`src/rtl/rcfp_pkg.sv`:
```
// Shared constants, state type and CRC step for the RC channel frame packer.
package rcfp_pkg;

	localparam int NumChannels  = 16;
	localparam int ChanWidth    = 11;
	localparam int PackedBits   = NumChannels * ChanWidth;
	localparam int PayloadBytes = PackedBits / 8;
	localparam int FrameBytes   = PayloadBytes + 4;
	localparam int IdxWidth     = $clog2(FrameBytes);
	localparam int CntWidth     = $clog2(NumChannels);

	localparam logic [7:0] AddrReset = 8'hCE;
	localparam logic [7:0] LenByte   = 8'd24;
	localparam logic [7:0] TypeByte  = 8'h16;
	localparam logic [7:0] CrcPoly   = 8'hD5;

	// byte positions within a frame
	localparam logic [IdxWidth-1:0] IdxAddr = IdxWidth'(0);
	localparam logic [IdxWidth-1:0] IdxLen  = IdxWidth'(1);
	localparam logic [IdxWidth-1:0] IdxType = IdxWidth'(2);
	localparam logic [IdxWidth-1:0] IdxCrc  = IdxWidth'(FrameBytes - 1);

	localparam logic [CntWidth-1:0] LastChan = CntWidth'(NumChannels - 1);

	typedef enum logic [0:0] {
		ST_COLLECT,
		ST_EMIT
	} state_t;

	// one byte through the CRC-8, MSB first, no reflection
	function automatic logic [7:0] crc8_byte(input logic [7:0] crc, input logic [7:0] data);
		logic [7:0] c;
		c = crc ^ data;
		for (int b = 0; b < 8; b++) begin
			if (c[7])
				c = {c[6:0], 1'b0} ^ CrcPoly;
			else
				c = {c[6:0], 1'b0};
		end
		return c;
	endfunction

endpackage

```
`src/rtl/rcfp_crc8.sv`:
```
// Running CRC-8 register, one byte folded in per update.
module rcfp_crc8 (
	input  logic       clk,
	input  logic       arst_n,
	input  logic       clear,
	input  logic       update,
	input  logic [7:0] data,
	output logic [7:0] crc
);

	logic [7:0] crc_q;

	always_ff @(posedge clk or negedge arst_n) begin
		if (!arst_n) begin
			crc_q <= 8'h00;
		end else if (clear) begin
			crc_q <= 8'h00;
		end else if (update) begin
			crc_q <= rcfp_pkg::crc8_byte(crc_q, data);
		end
	end

	assign crc = crc_q;

endmodule

```
`src/rtl/rc_channel_frame_packer.sv`:
```
// Top level: collects sixteen channel values and sends them out as a CRC-protected frame.
//
// Usage:
//   s_axis carries one 11-bit channel value per item, channels 0 to 15 in order.
//   Items 1 to 15 of a frame are stored and produce nothing.
//   The sixteenth item starts a 26-byte frame on m_axis: address, length 24,
//   type 0x16, 22 bytes of channels packed little-endian at 11 bits, CRC-8.
//   tlast marks the CRC byte.
//   While the frame is sent, s_axis_tready is low; the sequencer issues one
//   byte per cycle into the output register when m_axis does not stall. After
//   the sixteenth item is accepted, the sequencer enters ST_EMIT and then
//   loads the address byte into the output register. The packed channels
//   leave a 176-bit shift line 8 bits per payload byte, and one CRC unit
//   folds in the type byte and each payload byte as it is issued.
//   A stalled m_axis holds the current byte and the sequencer waits.
//   s_axis opens again as soon as the CRC byte is in the output register.
//   cfg_wr_en/cfg_wr_data set the address byte; write only while idle.
//   Reset clears the channel count, the sequencer and the output valid, and
//   sets the address to 0xCE.
module rc_channel_frame_packer (
	input  logic        clk,
	input  logic        arst_n,
	input  logic        cfg_wr_en,
	input  logic [7:0]  cfg_wr_data,
	input  logic        s_axis_tvalid,
	output logic        s_axis_tready,
	input  logic [15:0] s_axis_tdata,  // [10:0] channel_value, [15:11] zero
	output logic        m_axis_tvalid,
	input  logic        m_axis_tready,
	output logic [7:0]  m_axis_tdata,  // [7:0] frame_byte
	output logic        m_axis_tlast   // last_byte
);

	localparam int PackedBits = rcfp_pkg::PackedBits;
	localparam int ChanWidth  = rcfp_pkg::ChanWidth;
	localparam int IdxWidth   = rcfp_pkg::IdxWidth;
	localparam int CntWidth   = rcfp_pkg::CntWidth;

	rcfp_pkg::state_t state_q, state_d;

	logic [7:0]            dest_q;
	logic [CntWidth-1:0]   chan_cnt_q;
	logic [IdxWidth-1:0]   byte_idx_q, byte_idx_d;
	logic [PackedBits-1:0] pack_q;
	logic [7:0]            out_byte_q;
	logic                  out_last_q;
	logic                  out_valid_q;

	logic       in_take;
	logic       emit_go;
	logic       frame_start;
	logic [7:0] byte_sel;
	logic       is_payload;
	logic       crc_clear;
	logic       crc_update;
	logic [7:0] crc_val;

	assign in_take     = s_axis_tvalid && s_axis_tready;
	assign frame_start = in_take && (chan_cnt_q == rcfp_pkg::LastChan);
	assign emit_go     = (state_q == rcfp_pkg::ST_EMIT) && (!out_valid_q || m_axis_tready);
	assign is_payload  = (byte_idx_q > rcfp_pkg::IdxType) && (byte_idx_q < rcfp_pkg::IdxCrc);

	// byte selection for the current frame position
	always_comb begin
		if (byte_idx_q == rcfp_pkg::IdxAddr)
			byte_sel = dest_q;
		else if (byte_idx_q == rcfp_pkg::IdxLen)
			byte_sel = rcfp_pkg::LenByte;
		else if (byte_idx_q == rcfp_pkg::IdxType)
			byte_sel = rcfp_pkg::TypeByte;
		else if (byte_idx_q == rcfp_pkg::IdxCrc)
			byte_sel = crc_val;
		else
			byte_sel = pack_q[7:0];
	end

	// CRC covers the type byte and the payload
	assign crc_clear  = emit_go && (byte_idx_q == rcfp_pkg::IdxAddr);
	assign crc_update = emit_go && ((byte_idx_q == rcfp_pkg::IdxType) || is_payload);

	rcfp_crc8 u_crc (
		.clk    (clk),
		.arst_n (arst_n),
		.clear  (crc_clear),
		.update (crc_update),
		.data   (byte_sel),
		.crc    (crc_val)
	);

	// sequencer
	always_comb begin
		state_d    = state_q;
		byte_idx_d = byte_idx_q;
		unique case (state_q)
			rcfp_pkg::ST_COLLECT: begin
				byte_idx_d = rcfp_pkg::IdxAddr;
				if (frame_start)
					state_d = rcfp_pkg::ST_EMIT;
			end
			rcfp_pkg::ST_EMIT: begin
				if (emit_go) begin
					if (byte_idx_q == rcfp_pkg::IdxCrc) begin
						state_d    = rcfp_pkg::ST_COLLECT;
						byte_idx_d = rcfp_pkg::IdxAddr;
					end else begin
						byte_idx_d = byte_idx_q + IdxWidth'(1);
					end
				end
			end
			default: begin
				state_d    = rcfp_pkg::ST_COLLECT;
				byte_idx_d = rcfp_pkg::IdxAddr;
			end
		endcase
	end

	always_ff @(posedge clk or negedge arst_n) begin
		if (!arst_n) begin
			state_q    <= rcfp_pkg::ST_COLLECT;
			byte_idx_q <= rcfp_pkg::IdxAddr;
		end else begin
			state_q    <= state_d;
			byte_idx_q <= byte_idx_d;
		end
	end

	always_ff @(posedge clk or negedge arst_n) begin
		if (!arst_n) begin
			dest_q     <= rcfp_pkg::AddrReset;
			chan_cnt_q <= '0;
		end else begin
			if (cfg_wr_en)
				dest_q <= cfg_wr_data;
			if (in_take)
				chan_cnt_q <= chan_cnt_q + CntWidth'(1);
		end
	end

	// channels enter at the top, so channel 0 ends up in the low bits
	always_ff @(posedge clk) begin
		if (in_take)
			pack_q <= {s_axis_tdata[ChanWidth-1:0], pack_q[PackedBits-1:ChanWidth]};
		else if (emit_go && is_payload)
			pack_q <= {8'h00, pack_q[PackedBits-1:8]};
	end

	// output register
	always_ff @(posedge clk or negedge arst_n) begin
		if (!arst_n) begin
			out_valid_q <= 1'b0;
		end else if (emit_go) begin
			out_valid_q <= 1'b1;
		end else if (m_axis_tready) begin
			out_valid_q <= 1'b0;
		end
	end

	always_ff @(posedge clk) begin
		if (emit_go) begin
			out_byte_q <= byte_sel;
			out_last_q <= (byte_idx_q == rcfp_pkg::IdxCrc);
		end
	end

	assign s_axis_tready = (state_q == rcfp_pkg::ST_COLLECT);
	assign m_axis_tvalid = out_valid_q;
	assign m_axis_tdata  = out_byte_q;
	assign m_axis_tlast  = out_last_q;

`ifndef SYNTH
	a_frame_starts: assert property (@(posedge clk) disable iff (!arst_n)
		frame_start |=> (state_q == rcfp_pkg::ST_EMIT) && (byte_idx_q == rcfp_pkg::IdxAddr))
		else $error("frame did not start after the sixteenth item");

	a_frame_ends: assert property (@(posedge clk) disable iff (!arst_n)
		emit_go && (byte_idx_q == rcfp_pkg::IdxCrc)
			|=> (state_q == rcfp_pkg::ST_COLLECT) && m_axis_tvalid && m_axis_tlast)
		else $error("CRC byte not presented with tlast at end of frame");

	a_addr_first: assert property (@(posedge clk) disable iff (!arst_n)
		emit_go && (byte_idx_q == rcfp_pkg::IdxAddr) |=> m_axis_tdata == $past(dest_q))
		else $error("first frame byte is not the address");

	a_idle_index: assert property (@(posedge clk) disable iff (!arst_n)
		(state_q == rcfp_pkg::ST_COLLECT) |-> (byte_idx_q == rcfp_pkg::IdxAddr))
		else $error("byte index not parked while collecting");
`endif

endmodule

```
`config.mk`:
```
export PLATFORM = sky130hd
export DESIGN_NAME = rc_channel_frame_packer
export DESIGN_NICKNAME = d
export VERILOG_FILES = /design/src/rtl/rcfp_pkg.sv /design/src/rtl/rcfp_crc8.sv /design/src/rtl/rc_channel_frame_packer.sv
export SDC_FILE = /design/constraint.sdc
export NUM_CORES = 1
export LEC_CHECK = 0
export BUFFER_PORTS_ARGS = -buffer_cell sky130_fd_sc_hd__buf_2
export CAP_MARGIN = 20
export CORE_MARGIN = 2
export CORE_UTILIZATION = 30
export CTS_BUF_LIST = sky130_fd_sc_hd__clkbuf_16
export CTS_CLUSTER_DIAMETER = 30
export DETAILED_ROUTE_END_ITERATION = 7
export SYNTH_ARGS = -nofsm -noshare
export SYNTH_HDL_FRONTEND = slang
export SYNTH_SLANG_ARGS = --single-unit
```
`constraint.sdc`:
```
create_clock -name clk -period 13.7 [get_ports clk]
set_clock_uncertainty 0.1 [all_clocks]
set_input_delay 2.055 -clock clk [delete_from_list [all_inputs] [get_ports clk]]
set_output_delay 2.055 -clock clk [all_outputs]
set_load 0.01 [all_outputs]
```
# Yosys cells after proc, flatten, opt, wreduce, memory -nomap -nowiden
# Cells that the tools add are included.
totals:
  register_bits: 212
classes:
  addsub: 2
  order_cmp: 2
  eq_ne: 5
  mux: 39
  n_bitwise: 10
  reduce_logical: 14
op_table:
  columns: ["cell", "count"]
  rows:
  - ["two-way mux 176 bit", 2]
  - ["two-way mux 8 bit", 28]
  - ["inverter 5 bit", 8]
  - ["two-way mux 5 bit", 2]
  - ["case mux 5 bit (2 select lines)", 1]
  - ["XOR 8 bit", 1]
  - ["logical AND 1 bit", 7]
  - ["nonzero test 2 bit", 3]
  - ["adder 5 x 1 -> 5 bit (second input constant)", 1]
  - ["equality test 5 x 1 -> 1 bit (second input constant)", 1]
  - ["equality test 5 x 2 -> 1 bit (second input constant)", 1]
  - ["equality test 5 bit (second input constant)", 1]
  - ["> comparator 5 x 2 -> 1 bit (second input constant)", 1]
  - ["logical NOT 5 bit", 1]
  - ["< comparator 5 bit (second input constant)", 1]
  - ["two-way mux 1 bit", 5]
  - ["adder 4 x 1 -> 4 bit (second input constant)", 1]
  - ["equality test 4 bit (second input constant)", 1]
  - ["logical OR 1 bit", 2]
  - ["!= test 2 x 1 -> 1 bit (second input constant)", 1]
  - ["case mux 1 bit (2 select lines)", 1]
  - ["logical NOT 1 bit", 1]
  - ["inverter 1 bit", 1]

# Logic depth before layout (Yosys ltp)
logic_depth:
  word_depth: 38
  mapped_depth: 12

# Modules after synthesis
# A second synthesis with hierarchy kept.
hier_totals:
  cells_unflattened: 545
  hier_area_um2: 9464.1
modules_own_cells:
  columns: ["mod", "n_inst", "cells_each", "area_each_um2", "seq_area_each_um2"]
  rows:
  - ["rc_channel_frame_packer", 1, 488, 8814.7, 6037.0]
  - ["rcfp_crc8", 1, 57, 649.4, 200.2]

# Worst setup path before layout
# No wires, ideal clock.
synth_timing:
  path_kind: "input port to flip-flop"
  start: "in m_axis_tready"
  end: "reg pack_q[0] (enable)"
  setup_ns: 0.970
  arrival_ns: 15.296
  path_slack_ns: -2.666
  stages: 4
  path_buffers: 1
  cell_sequence: "nand2b_1 > clkbuf_1 > nand2_1 > o31ai_1"
synth_between:
  elab_chain_cells: 4
synth_lines:
  columns: ["element", "line_no", "source"]
  rows:
  - ["from (decl)", "rc_channel_frame_packer.sv:29", "input logic m_axis_tready,"]
  - ["logical OR 1 bit", "rc_channel_frame_packer.sv:60", "assign emit_go = (state_q == rcfp_pkg::ST_EMIT) && (!out_valid_q || m_axis_tready);"]
  - ["logical AND 1 bit", "rc_channel_frame_packer.sv:60", null]
  - ["logical AND 1 bit", "rc_channel_frame_packer.sv:143", "else if (emit_go && is_payload)"]
  - ["nonzero test 2 bit (no source line)", null, null]
  - ["to (signal assigned)", "rc_channel_frame_packer.sv:142", "pack_q <= {s_axis_tdata[ChanWidth-1:0], pack_q[PackedBits-1:ChanWidth]};"]
  - ["to (signal assigned)", "rc_channel_frame_packer.sv:144", "pack_q <= {8'h00, pack_q[PackedBits-1:8]};"]
  - ["to (decl)", "rc_channel_frame_packer.sv:44", "logic [PackedBits-1:0] pack_q;"]
# No other way between the ends.
# A chain may end at the register's enable or synchronous reset.

# Worst setup path in the final report
layout_timing:
  start: "in s_axis_tvalid"
  end: "reg pack_q[167] (enable)"
layout_between:
  elab_chain_cells: 2
layout_lines:
  columns: ["element", "line_no", "source"]
  rows:
  - ["from (decl)", "rc_channel_frame_packer.sv:25", "input logic s_axis_tvalid,"]
  - ["logical AND 1 bit", "rc_channel_frame_packer.sv:58", "assign in_take = s_axis_tvalid && s_axis_tready;"]
  - ["nonzero test 2 bit (no source line)", null, null]
# No other way between the ends.

==> flow_summary.toml <==
[power_and_ir_drop]
powerDensity_nw_per_um2 = 267
leakagePower_nw = 4.85
peakVddDrop_mv = 0.139

[synth]
synth_seq_cells = 212
synth_edf_count = 185
synth.distinct_cells = 56
yosys_warnings = 0
postSynthNetCount = 972
yosysMostFrequentCell = "nand2_1"
synth_ff_type = "edfxtp_1"
synth_top_area_share = 0.581
synth_commonest_cells = "nand2_1 (530), edfxtp_1 (185), clkbuf_1 (40), dfrtp_1 (22), a21oi_1 (13)"
synth_top_cells_by_area = "edfxtp_1 (58%), nand2_1 (21%), dfrtp_1 (5.8%)"
synthArstFlopShare = 0.127
synth.cell_area_um2 = 9570
netlist_instances = 938
syn_area_per_cell_um2 = 10.2
yosysTopAreaCell = "edfxtp_1"
ys_seq_area_frac = 0.652

[cts]
cts_resized = 0
post-cts-setup-buffers = 0
cts.path.max_buffers = 3
cts_tree = "yes"
postCtsHoldBufs = 0
htreeDepth = 2
cts_buffers = 38
path_clk_slew_ns = 0.05
cts-root-buf = "clkbuf_16"
cts.sinks = 212
clk_latency_ns = 0.50

[timing]
timing.fmax_ghz = 0.264
final-setup-viol-count = 0
final_hold_viol_count = 0
rsz0062_at_grt = "no"
final.setup.tns_ns = 0
slew_headroom = 0.277
slew_viol_final = 0
post-route-period-util = 0.276
post-route-min-period_ns = 3.79
whs_ns = 0.380
worst_pin_slew_ns = 1.08

[critical_path]
crit_slowest_cell = "buf_12"
arrival_ns = 3.80
worstPathRequired_ns = 13.71
cp.depth = 4
crit_path_end_kind = "flop"
worstRegToRegCells = 11
cp_num_buf_inv = 2
start_kind = "primary input"
crit_path_max_incr_delay_ns = 0.56
worstPathMaxFanout = 176
crit_chain = "buf_2 -> nand2_4 -> o31ai_4 -> buf_12"
crit_family = "buffers and inverters"
path_class = "in2reg"

[flow_run]
maxCapViolCount = 0

[final_layout]
drive_above_1_share = 0.134
n_fill_cell = 3102
final_cell_count_no_fill = 1399
nets = 1002
antenna_cells = 0
areaGrowthSynthToFinish_pct = 18.9

[detailed_routing]
drc = 0
vias = 6307
antenna_left = 0
routed_wirelength_mm = 17.7
vias_per_cell = 4.51
dr.pass1.iters = 5
wl_per_cell_um = 12.6
drt_iter0_markers = 518

[floorplanning]
die_w_um = 183
die_h_um = 183
core_area_um2 = 31500
std_cell_rows = 65
io_pins = 40
dieArea_um2 = 33300
start_util = 0.304

[global_routing]
grt_overflow = 0
grt_pass1_wl_mm = 29.8
grt_pass1_vias = 6165
antenna_found_initial = 0
grt_use_total = 0.108
grt_start_max_net_pins = 181

[place]
detailed_place_hpwl_mm = 9.61
dp.cells = 1330
port_buffers = 34
gp_congestion = 0.825

[hold_path]
min_path_type = "reg2reg"
whs_path_depth = 1

[run_status]
status = "complete, no violations"
area by class of cell:
| cell class | count | area (um^2) | share of cell area |
|---|---|---|---|
| Sequential cell | 212 | 6240 | 0.549 |
| Tap cell | 402 | 503 | 0.0442 |
| Clock inverter | 30 | 272 | 0.0239 |
| Multi-Input combinational cell | 673 | 3140 | 0.276 |
| Timing Repair Buffer | 38 | 225 | 0.0198 |
| Clock buffer | 39 | 976 | 0.0858 |
| Inverter | 5 | 18.8 | 0.00165 |
layer usage:
metal | wire [um] | vias up | global-route usage
met4 | 324 | 0 | 0.0381
met2 | 8360 | 99 | 0.172
li1 | - | 3184 | -
met3 | 745 | 32 | 0.0263
met5 | 0 | - | 0
met1 | 8260 | 2992 | 0.145
cell families after synthesis:
kind of cell    after synthesis  synth area share
simple gates                577             0.239
compound gates               58            0.0413
fa+ha+maj                     5           0.00654
buf+inv                      53            0.0229
mux                          12            0.0136
xor+xnor                     21            0.0243
flops                       212             0.652
placed cells by master (no fill, tap or decap), types with 4 or more instances in the layout:
master / netlist / layout
a21oi_1: 13 / 13
and2_1: 8 / 8
buf_2: 4 / 34
bufinv_16: 0 / 4
clkbuf_16: 0 / 39
clkinv_1: 1 / 4
clkinv_2: 0 / 6
clkinvlp_4: 0 / 7
dfrtp_1: 22 / 22
dfstp_2: 5 / 5
edfxtp_1: 185 / 185
ha_1: 5 / 5
inv_1: 3 / 9
mux2_2: 8 / 8
mux2i_1: 4 / 4
nand2_1: 530 / 529
nand3_1: 6 / 6
nor2_1: 9 / 9
nor3_1: 5 / 5
o21ai_0: 11 / 11
o21ai_1: 8 / 8
xnor2_1: 9 / 9
xor2_1: 7 / 7
state kept, by name (all words and copies together) (netlist names):
name	flops
chan_cnt_q	4
u_crc.crc	8
m_axis_tdata	8
m_axis_tlast	1
m_axis_tvalid	1
state_q	1
pack_q	176
byte_idx_q	5
dest_q	8
path summary, 6_finish.rpt:
check | start | endpoint | slack (ns)
max | s_axis_tvalid | pack_q[167]$_DFFE_PP_ | 9.91
min | chan_cnt_q[3]$_DFFE_PN0P_ | chan_cnt_q[3]$_DFFE_PN0P_ | 0.38
max reg2reg | byte_idx_q[1]$_DFFE_PN0P_ | u_crc.crc[7]$_DFFE_PN0P_ | 10.61
min reg2reg | chan_cnt_q[3]$_DFFE_PN0P_ | chan_cnt_q[3]$_DFFE_PN0P_ | 0.38
max in group asynchronous | arst_n | u_crc.crc[7]$_DFFE_PN0P_ | 11.54
min in group asynchronous | arst_n | u_crc.crc[3]$_DFFE_PN0P_ | 1.51
stage by stage:
| step | cell area, um^2 | total power (W) | utilization | setup WS (ns) |
|---|---|---|---|---|
| after floorplan | 9570 | 0.00196 | - | 2.87 |
| after global placement | 10100 | 0.00212 | 0.322 | 9.45 |
| after detailed placement | 10100 | 0.00214 | 0.322 | 9.43 |
| after CTS | 11400 | 0.00307 | 0.361 | 9.91 |
| after global routing | 11400 | 0.00324 | 0.361 | 9.79 |
| final | 11400 | 0.00303 | 0.361 | 9.91 |
power breakdown:
part / switching, W / total [W] / leakage [nW] / internal (W)
Combinational: 0.000536 / 0.000854 / 2.11 / 0.000318
Clock: 0.000315 / 0.000908 / 0.616 / 0.000593
Sequential: 0.000151 / 0.00127 / 2.13 / 0.00112
Total: 0.00100 / 0.00303 / 4.85 / 0.00203
No activity file was read; power rests on OpenSTA's default activity.
